[src/hw/rtl/ppe_pkg.sv]
// ----------------------------------------------------------------------------
// ppe_pkg
// Shared types and constants of the perfect power exponent test.
// ----------------------------------------------------------------------------
package ppe_pkg;

	localparam int VALUE_W      = 31;
	localparam int MASK_W       = 31;
	localparam int EXP_W        = 6;
	localparam int ROOT_W       = 16;
	localparam int OPER_W       = 32;
	localparam int PROD_W       = 2 * OPER_W;
	localparam int BIT_W        = 5;
	localparam int MAX_EXPONENT = 32;
	localparam int RESET_MAX    = 4;

	localparam logic [ROOT_W-1:0] ROOT_BOUND = 16'd46341;
	localparam logic [OPER_W-1:0] SAT_VALUE  = 32'h8000_0000;

	typedef enum logic [2:0] {
		ST_IDLE,
		ST_CHECK_K,
		ST_POW,
		ST_ACC_WR,
		ST_SQ_WR,
		ST_SEARCH,
		ST_FINISH
	} ppe_state_t;

	typedef enum logic {
		MODE_BOUND,
		MODE_SEARCH
	} ppe_mode_t;

	typedef struct packed {
		logic req_valid;
		logic k_gt_limit;
		logic value_one;
		logic e_zero;
		logic e_lsb;
		logic e_one;
		logic acc_gt_v;
		logic acc_eq_v;
		logic lo_gt_hi;
		logic out_free;
	} ppe_status_t;

	typedef struct packed {
		logic in_ready;
		logic load_item;
		logic set_bit;
		logic next_k;
		logic load_base2;
		logic load_mid;
		logic issue_acc_mul;
		logic issue_sq_mul;
		logic write_acc;
		logic write_sq;
		logic shift_e;
		logic search_init;
		logic lo_up;
		logic hi_down;
		logic load_out;
	} ppe_cmd_t;

endpackage

[src/hw/rtl/ppe_ifs.sv]
// ----------------------------------------------------------------------------
// ppe_ifs
// Valid/ready channels of the perfect power exponent test.
// ----------------------------------------------------------------------------
interface ppe_req_if;
	logic        valid;
	logic        ready;
	logic [30:0] value;

	modport source (output valid, output value, input ready);
	modport sink (input valid, input value, output ready);
endinterface

interface ppe_rsp_if;
	logic        valid;
	logic        ready;
	logic [30:0] value_out;
	logic [30:0] power_mask;

	modport source (output valid, output value_out, output power_mask, input ready);
	modport sink (input valid, input value_out, input power_mask, output ready);
endinterface

interface ppe_cfg_if;
	logic       valid;
	logic       ready;
	logic [5:0] max_exponent;

	modport source (output valid, output max_exponent, input ready);
	modport sink (input valid, input max_exponent, output ready);
endinterface

[src/hw/rtl/ppe_datapath.sv]
// ----------------------------------------------------------------------------
// ppe_datapath
// Registers, shared multiplier and compares of the perfect power test.
// ----------------------------------------------------------------------------
module ppe_datapath (
	input  logic                 clk,
	input  logic                 arst_n,
	ppe_req_if.sink              req,
	ppe_rsp_if.source            rsp,
	ppe_cfg_if.sink              cfg,
	input  ppe_pkg::ppe_cmd_t    cmd,
	output ppe_pkg::ppe_status_t status
);
	import ppe_pkg::*;

	logic [EXP_W-1:0]   max_q;
	logic [EXP_W-1:0]   limit_q;
	logic [EXP_W-1:0]   k_q;
	logic [EXP_W-1:0]   e_q;
	logic [VALUE_W-1:0] value_q;
	logic [MASK_W-1:0]  mask_q;
	logic [ROOT_W-1:0]  lo_q;
	logic [ROOT_W-1:0]  hi_q;
	logic [ROOT_W-1:0]  mid_q;
	logic [OPER_W-1:0]  acc_q;
	logic [OPER_W-1:0]  sq_q;
	logic [PROD_W-1:0]  prod_q;
	logic               out_valid_q;
	logic [VALUE_W-1:0] value_out_q;
	logic [MASK_W-1:0]  mask_out_q;

	logic [EXP_W-1:0]   limit_d;
	logic [ROOT_W:0]    mid_sum;
	logic [ROOT_W-1:0]  mid_d;
	logic [OPER_W-1:0]  mul_a;
	logic [OPER_W-1:0]  prod_sat;
	logic [BIT_W-1:0]   bit_idx;

	assign limit_d  = (max_q > EXP_W'(MAX_EXPONENT)) ? EXP_W'(MAX_EXPONENT) : max_q;
	assign mid_sum  = {1'b0, lo_q} + {1'b0, hi_q};
	assign mid_d    = mid_sum[ROOT_W:1];
	assign mul_a    = cmd.issue_acc_mul ? acc_q : sq_q;
	assign prod_sat = (|prod_q[PROD_W-1:OPER_W-1]) ? SAT_VALUE : prod_q[OPER_W-1:0];
	assign bit_idx  = BIT_W'(k_q - EXP_W'(2));

	always_ff @(posedge clk or negedge arst_n) begin
		if (!arst_n) begin
			max_q <= EXP_W'(RESET_MAX);
		end else if (cfg.valid) begin
			max_q <= cfg.max_exponent;
		end
	end

	always_ff @(posedge clk) begin
		if (cmd.load_item) begin
			value_q <= req.value;
			limit_q <= limit_d;
			k_q     <= EXP_W'(2);
			mask_q  <= '0;
		end else begin
			if (cmd.set_bit) begin
				mask_q[bit_idx] <= 1'b1;
			end
			if (cmd.next_k) begin
				k_q <= k_q + EXP_W'(1);
			end
		end
		if (cmd.load_base2) begin
			acc_q <= OPER_W'(1);
			sq_q  <= OPER_W'(2);
			e_q   <= k_q;
		end else if (cmd.load_mid) begin
			mid_q <= mid_d;
			acc_q <= OPER_W'(1);
			sq_q  <= OPER_W'(mid_d);
			e_q   <= k_q;
		end else begin
			if (cmd.write_acc) begin
				acc_q <= prod_sat;
			end
			if (cmd.write_sq) begin
				sq_q <= prod_sat;
			end
			if (cmd.shift_e) begin
				e_q <= e_q >> 1;
			end
		end
		if (cmd.issue_acc_mul || cmd.issue_sq_mul) begin
			prod_q <= mul_a * sq_q;
		end
		if (cmd.search_init) begin
			lo_q <= ROOT_W'(1);
			hi_q <= ROOT_BOUND;
		end else if (cmd.lo_up) begin
			lo_q <= mid_q + ROOT_W'(1);
		end else if (cmd.hi_down) begin
			hi_q <= mid_q - ROOT_W'(1);
		end
		if (cmd.load_out) begin
			value_out_q <= value_q;
			mask_out_q  <= mask_q;
		end
	end

	always_ff @(posedge clk or negedge arst_n) begin
		if (!arst_n) begin
			out_valid_q <= 1'b0;
		end else if (cmd.load_out) begin
			out_valid_q <= 1'b1;
		end else if (rsp.ready) begin
			out_valid_q <= 1'b0;
		end
	end

	assign req.ready      = cmd.in_ready;
	assign cfg.ready      = 1'b1;
	assign rsp.valid      = out_valid_q;
	assign rsp.value_out  = value_out_q;
	assign rsp.power_mask = mask_out_q;

	always_comb begin
		status.req_valid  = req.valid;
		status.k_gt_limit = k_q > limit_q;
		status.value_one  = value_q == VALUE_W'(1);
		status.e_zero     = e_q == '0;
		status.e_lsb      = e_q[0];
		status.e_one      = e_q == EXP_W'(1);
		status.acc_gt_v   = acc_q > {1'b0, value_q};
		status.acc_eq_v   = acc_q == {1'b0, value_q};
		status.lo_gt_hi   = lo_q > hi_q;
		status.out_free   = !out_valid_q || rsp.ready;
	end

endmodule

[src/flat_wrapper.sv]
// flat-port wrapper written by rule: the top's interface ports become plain ports
module ppe_datapath_flat import ppe_pkg::*;
  (clk, arst_n, cmd, status, req_valid, req_value, req_ready, rsp_valid, rsp_value_out, rsp_power_mask, rsp_ready, cfg_valid, cfg_max_exponent, cfg_ready);
  ppe_req_if req_i ();
  ppe_rsp_if rsp_i ();
  ppe_cfg_if cfg_i ();
  input  logic clk;
  input  logic arst_n;
  input  ppe_pkg::ppe_cmd_t cmd;
  output ppe_pkg::ppe_status_t status;
  input wire logic [$bits(req_i.valid)-1:0] req_valid;
  input wire logic [$bits(req_i.value)-1:0] req_value;
  output wire logic [$bits(req_i.ready)-1:0] req_ready;
  output wire logic [$bits(rsp_i.valid)-1:0] rsp_valid;
  output wire logic [$bits(rsp_i.value_out)-1:0] rsp_value_out;
  output wire logic [$bits(rsp_i.power_mask)-1:0] rsp_power_mask;
  input wire logic [$bits(rsp_i.ready)-1:0] rsp_ready;
  input wire logic [$bits(cfg_i.valid)-1:0] cfg_valid;
  input wire logic [$bits(cfg_i.max_exponent)-1:0] cfg_max_exponent;
  output wire logic [$bits(cfg_i.ready)-1:0] cfg_ready;
  assign req_i.valid = req_valid;
  assign req_i.value = req_value;
  assign req_ready = req_i.ready;
  assign rsp_valid = rsp_i.valid;
  assign rsp_value_out = rsp_i.value_out;
  assign rsp_power_mask = rsp_i.power_mask;
  assign rsp_i.ready = rsp_ready;
  assign cfg_i.valid = cfg_valid;
  assign cfg_i.max_exponent = cfg_max_exponent;
  assign cfg_ready = cfg_i.ready;
  ppe_datapath u_core (.clk(clk), .arst_n(arst_n), .req(req_i), .rsp(rsp_i), .cfg(cfg_i), .cmd(cmd), .status(status));
endmodule
[config.mk]
export PLATFORM = sky130hd
export DESIGN_NAME = ppe_datapath_flat
export DESIGN_NICKNAME = d
export VERILOG_FILES = /design/src/hw/rtl/ppe_pkg.sv /design/src/hw/rtl/ppe_ifs.sv /design/src/hw/rtl/ppe_datapath.sv /design/src/flat_wrapper.sv
export SDC_FILE = /design/constraint.sdc
export NUM_CORES = 2
export LEC_CHECK = 0
export ABC_AREA = 1
export BUFFER_PORTS_ARGS = -buffer_cell sky130_fd_sc_hd__buf_4
export CAP_MARGIN = 20
export CORE_ASPECT_RATIO = 1.5
export CORE_MARGIN = 10
export CORE_UTILIZATION = 65
export CTS_CLUSTER_DIAMETER = 120
export DETAILED_ROUTE_END_ITERATION = 7
export GPL_TIMING_DRIVEN = 1
export PLACE_DENSITY = 0.83
export SYNTH_ARGS = -nofsm -noshare
export SYNTH_HDL_FRONTEND = slang
export SYNTH_SLANG_ARGS = --single-unit
[constraint.sdc]
create_clock -name clk -period 8.8 [get_ports clk]
set_input_delay 1.76 -clock clk [delete_from_list [all_inputs] [get_ports clk]]
set_output_delay 1.76 -clock clk [all_outputs]
set_load 0.1 [all_outputs]
# Word level (Yosys, flattened, before mapping)
# Index checks and enable logic that the tools add are counted.
totals:
  regBits: 325
  in_bits: 57
  out_inout_bits: 75
  elab_cells: 57
op_classes:
  addsub: 5
  n_mul: 1
  magnitude_cmp: 6
  n_eq_ne: 3
  mux: 11
  n_bitwise: 3
  n_reduce_logical: 12
op_table:
  columns: ["op", "count"]
  rows:
  - ["32-bit by 32-bit multiplier with 64-bit output", 1]
  - ["32-bit 2-to-1 mux", 2]
  - ["33-bit OR reduction", 1]
  - ["32-bit by 31-bit equality test with 1-bit output", 1]
  - ["32-bit by 31-bit greater-than comparator with 1-bit output", 1]
  - ["16-bit 2-to-1 mux", 2]
  - ["31-bit by 1-bit equality test with 1-bit output (second input constant)", 1]
  - ["31-bit bitwise OR", 1]
  - ["6-bit 2-to-1 mux", 3]
  - ["16-bit by 16-bit adder with 17-bit output", 1]
  - ["16-bit by 1-bit adder with 16-bit output (second input constant)", 1]
  - ["16-bit greater-than comparator", 1]
  - ["16-bit by 1-bit subtractor with 16-bit output (second input constant)", 1]
  - ["6-bit by 1-bit adder with 6-bit output (second input constant)", 1]
  - ["6-bit by 1-bit equality test with 1-bit output (second input constant)", 1]
  - ["6-bit greater-than comparator", 1]
  - ["6-bit greater-than comparator (second input constant)", 1]
  - ["6-bit logical NOT", 1]
  - ["5-bit by 6-bit < comparator with 1-bit output (second input constant)", 1]
  - ["1-bit demux with 5-bit select", 1]
  - ["5-bit by 1-bit greater-or-equal comparator with 1-bit output (second input constant)", 1]
  - ["5-bit by 2-bit subtractor with 5-bit output (second input constant)", 1]
  - ["2-bit AND reduction", 2]
  - ["2-bit nonzero test", 2]
  - ["7 further kinds", 11]

# Depth between registers and ports, before layout
logic_depth:
  ltp_word: 6
  ltp_mapped: 35
  depth_no_buf: 32

# Worst setup path after synthesis
# OpenSTA, ideal clock, no wires.
synth_timing:
  path_kind: "in2reg"
  start: "in cmd[8] in the netlist's numbering"
  end: "reg u_core.prod_q[52], data pin"
  setup_time_ns: 0.252
  arrival_time_ns: 8.077
  required_ns: 8.548
  setup_slack_ns: 0.470
  path_stages: 29
  n_path_buf: 3
  cell_sequence: "inv_2 -> buf_2 -> o21a_1 -> clkbuf_1 -> clkbuf_1 -> nand2_1 -> fa_1 -> inv_1 -> fa_1 -> inv_1 -> fa_1 -> inv_1 -> fa_1 -> fa_1 -> fa_1 -> fa_1 -> inv_1 -> fa_1 -> inv_1 -> ha_1 -> nand2_1 -> nor2_1 -> inv_1 -> nor3_1 -> nand2_1 -> nor2_1 -> nand2_1 -> nand3_1 -> nand2_1"
synth_between:
  elab_chain_len: 2
synth_rtl:
  columns: ["item", "line", "rtl"]
  rows:
  - ["start: declaration", "flat_wrapper.sv:9", "input ppe_pkg::ppe_cmd_t cmd;"]
  - ["32-bit 2-to-1 mux", "ppe_datapath.sv:42", "assign mul_a = cmd.issue_acc_mul ? acc_q : sq_q;"]
  - ["32-bit by 32-bit multiplier with 64-bit output", "ppe_datapath.sv:89", "prod_q <= mul_a * sq_q;"]
  - ["end signal: assignment", "ppe_datapath.sv:89", null]
  - ["end: declaration", "ppe_datapath.sv:27", "logic [PROD_W-1:0] prod_q;"]
# No other way between the ends.
# A chain may end at the register's enable or synchronous reset.

# Worst setup path in the final report
layout_timing:
  start: "in cmd[8] in the netlist's numbering"
  end: "reg u_core.prod_q[44], data pin"
# The elaborated chain is that of the path after synthesis.

==> results.yml <==
synthesis:
  synth-simple-area-share_pct: 18.38
  synth_area_sq_mm: 0.04830
  ys_types: 50
  ys_warn_count: 0
  synth_mux_area_share_pct: 0.02331
  synth_compound_area_share_pct: 4.196
  ys_async_sr_fraction_pct: 2.154
  syn_nets: 7195
  synth_edf_count: 185
  synthFlopType: "edfxtp_1"
  avgSynthCellArea_sq_um: 8.185
  synth_seq_cells: 325
  syn_inst: 5901
  synth_xor_area_share_pct: 1.049
  synth_top_family_by_area: "adder cells"
  synth_fa_ha_area_share_pct: 45.98
  synth_seq_area_share_pct: 17.38
clock_network:
  hold_buffers: 0
  clock-sinks: 325
  cts_buffers: 34
  h-tree-depth: 2
  clk_pin_slew_ns: 0.07
  clock_latency_ns: 0.59
  cts-root-buf: "clkbuf_16"
  clockBufferDepth: 3
  tritoncts: "built"
grt:
  grt_max_degree: 73
  grt_pass1_wl_microns: 268700
  grtUsageTotal_pct: 42.82
  grt_overflow: 0
  antenna_found_initial: 12
  grt_pass1_vias: 43930
power_and_ir_drop:
  leakagePower_nw: 27.62
  peakVddDrop_v: 0.0002024
  power_density_mw_per_mm2: 183.6
routing:
  via_per_inst: 5.774
  drc: 0
  drtAntennaViolNets: 0
  num_vias: 41680
  drt_iter0_drc: 3634
  wl_microns: 181300
  detail_route.wl_per_cell_microns: 25.11
  drt_first_pass_iters: 6
sta:
  worst_pin_slew_ns: 1.129
  finalCriticalPeriod_ns: 8.561
  finalCritPeriodShare_pct: 97.28
  max_freq_mhz: 116.8
  finalHoldViolations: 0
  maxSlewViolCount: 0
  rsz0062_at_grt: "false"
  maxSlewHeadroom_pct: 24.48
  setup_viol: 0
  fin_skew_ns: 0.01850
  whs_ns: 0.4348
critical_path:
  cp-start-kind: "input port"
  crit_arrival_ns: 8.90
  cp-end-kind: "flip-flop"
  critical-path-max-stage-delay_ns: 0.77
  critPathMaxFanout: 16
  crit_top_cell: "fa_1"
  slowest_stage: "fa_1"
  rr_worst_depth: 29
  crit_type: "input port to flip-flop"
  required_ns: 9.14
die:
  core_sq_mm: 0.07373
  rows: 122
  boundaryPins: 132
  dieArea_sq_mm: 0.08584
  die_w_microns: 242.6
  die_y_microns: 353.9
  start_util_pct: 65.51
layout:
  final_common_cell: "inv_1"
  nNetsFinal: 7483
  syn2layout_area_growth_pct: 11.55
  drive_gt1_share_pct: 9.253
  final_cell_mix: "inv_1 (1,379), nand2_1 (1,245), fa_1 (893)"
  final_cell_area_sq_mm: 0.05388
placed_design:
  post_dp_cell_area_sq_mm: 0.05265
  dpl.hpwl_microns: 144300
  gp_congestion: 1.066
  portBuffers: 126
worst_hold_path:
  hold_class: "flip-flop to flip-flop"
  hold_depth: 0
flow_run:
  maxCapViolCount: 0
status:
  run_status: "finished clean"
[critical path: cells and delay by family]
| family | cells | cell delay, ns |
|---|---|---|
| fa+ha+maj | 9 | 4.26 |
| buf+inv | 12 | 1.65 |
| simple gates | 7 | 0.88 |
| compound gates | 1 | 0.29 |
[flip-flops by register name (all words and copies together), names as in the netlist]
| register | count |
|---|---|
| u_core.limit_q | 6 |
| u_core.k_q | 6 |
| u_core.mask_q | 31 |
| u_core.rsp.power_mask | 31 |
| u_core.lo_q | 16 |
| u_core.acc_q | 32 |
| u_core.prod_q | 64 |
| u_core.hi_q | 16 |
| u_core.rsp.value_out | 31 |
| u_core.e_q | 6 |
| u_core.rsp.valid | 1 |
| u_core.value_q | 31 |
| u_core.sq_q | 32 |
| u_core.mid_q | 16 |
| u_core.max_q | 6 |
[cells in the mapped netlist, types with 5 or more instances]
library cell | n | area [sq um]
a21oi_1 | 183 | 915.9
a31oi_1 | 6 | 37.54
and2_1 | 6 | 37.54
buf_1 | 5 | 18.77
buf_2 | 47 | 235.2
buf_4 | 6 | 45.04
clkbuf_1 | 176 | 660.6
clkinv_1 | 25 | 93.84
dfrtp_1 | 6 | 150.1
dfxtp_1 | 133 | 2663
edfxtp_1 | 185 | 5555
fa_1 | 897 | 17960
ha_1 | 340 | 4254
inv_1 | 1380 | 5180
inv_2 | 5 | 18.77
nand2_1 | 1246 | 4677
nand3_1 | 110 | 550.5
nand4_1 | 27 | 168.9
nor2_1 | 804 | 3018
nor3_1 | 38 | 190.2
nor4_1 | 11 | 68.82
o211ai_1 | 10 | 75.07
o21a_1 | 33 | 247.7
o21ai_0 | 110 | 550.5
o21ai_1 | 5 | 25.02
o21bai_1 | 15 | 112.6
or2_2 | 6 | 37.54
xnor2_1 | 5 | 43.79
xor2_1 | 51 | 446.7
[routing by layer]
metal / up-vias / track usage (%) / routed length [microns]
li1: 17890 / - / -
met1: 20250 / 42.72 / 54730
met2: 2498 / 70.25 / 86230
met3: 1025 / 12.83 / 18730
met4: 12 / 41.10 / 21410
met5: - / 1.299 / 178
[through the flow]
step	TNS, ns	setup slack [ns]	utilization (%)	std cells	power, mW
floorplan	0	0.4704	-	5901	5.485
global placement	-6.212	-0.3038	71.41	7145	8.047
detailed placement	-10.67	-0.4664	71.41	7145	8.129
CTS	0	0.09447	72.97	7206	9.685
global route	0	0.01512	73.04	7207	10.43
finish	0	0.2393	73.08	7218	9.891
[final timing paths]
check,startpoint,to,slack (ns)
max in group asynchronous,arst_n,u_core.max_q[2],7.62
max reg2reg,u_core.sq_q[20],u_core.prod_q[44],0.89
max,cmd[8],u_core.prod_q[44],0.24
min,u_core.mask_q[7],u_core.rsp.power_mask[7],0.43
min in group asynchronous,arst_n,u_core.max_q[3],0.98
min reg2reg,u_core.mask_q[7],u_core.rsp.power_mask[7],0.43
[kinds of logic after synthesis]
group / count (synthesis)
AND/OR/NAND/NOR: 2264
AO/OA/AOI/OAI: 370
other: 1
buffers and inverters: 1646
adder cells (fa/ha/maj): 1237
XOR/XNOR: 57
multiplexers: 1
flip-flops: 325
[power by group]
part / switching, mW / total (mW) / internal [mW]
clock network: 0.670 / 1.54 / 0.868
registers: 0.294 / 2.24 / 1.95
logic: 3.77 / 6.11 / 2.34
total: 4.73 / 9.89 / 5.16
[layout make-up]
type / count / area [sq um]
fillers: 5682 / 19850
well taps: 992 / 1241
multi-input cells: 3930 / 33690
clock buffers: 46 / 959.7
flip-flops and latches: 325 / 8394
repair buffers: 488 / 4080
clock inverters: 15 / 190.2
diodes: 12 / 30.03
inverters: 1410 / 5296
[timing repair]
action | CTS | global route
gates resized for setup | 0 | 15
setup buffers | 0 | 0
endpoints found under the setup margin | 0 | 41
Power figures use the tool's default switching activity.
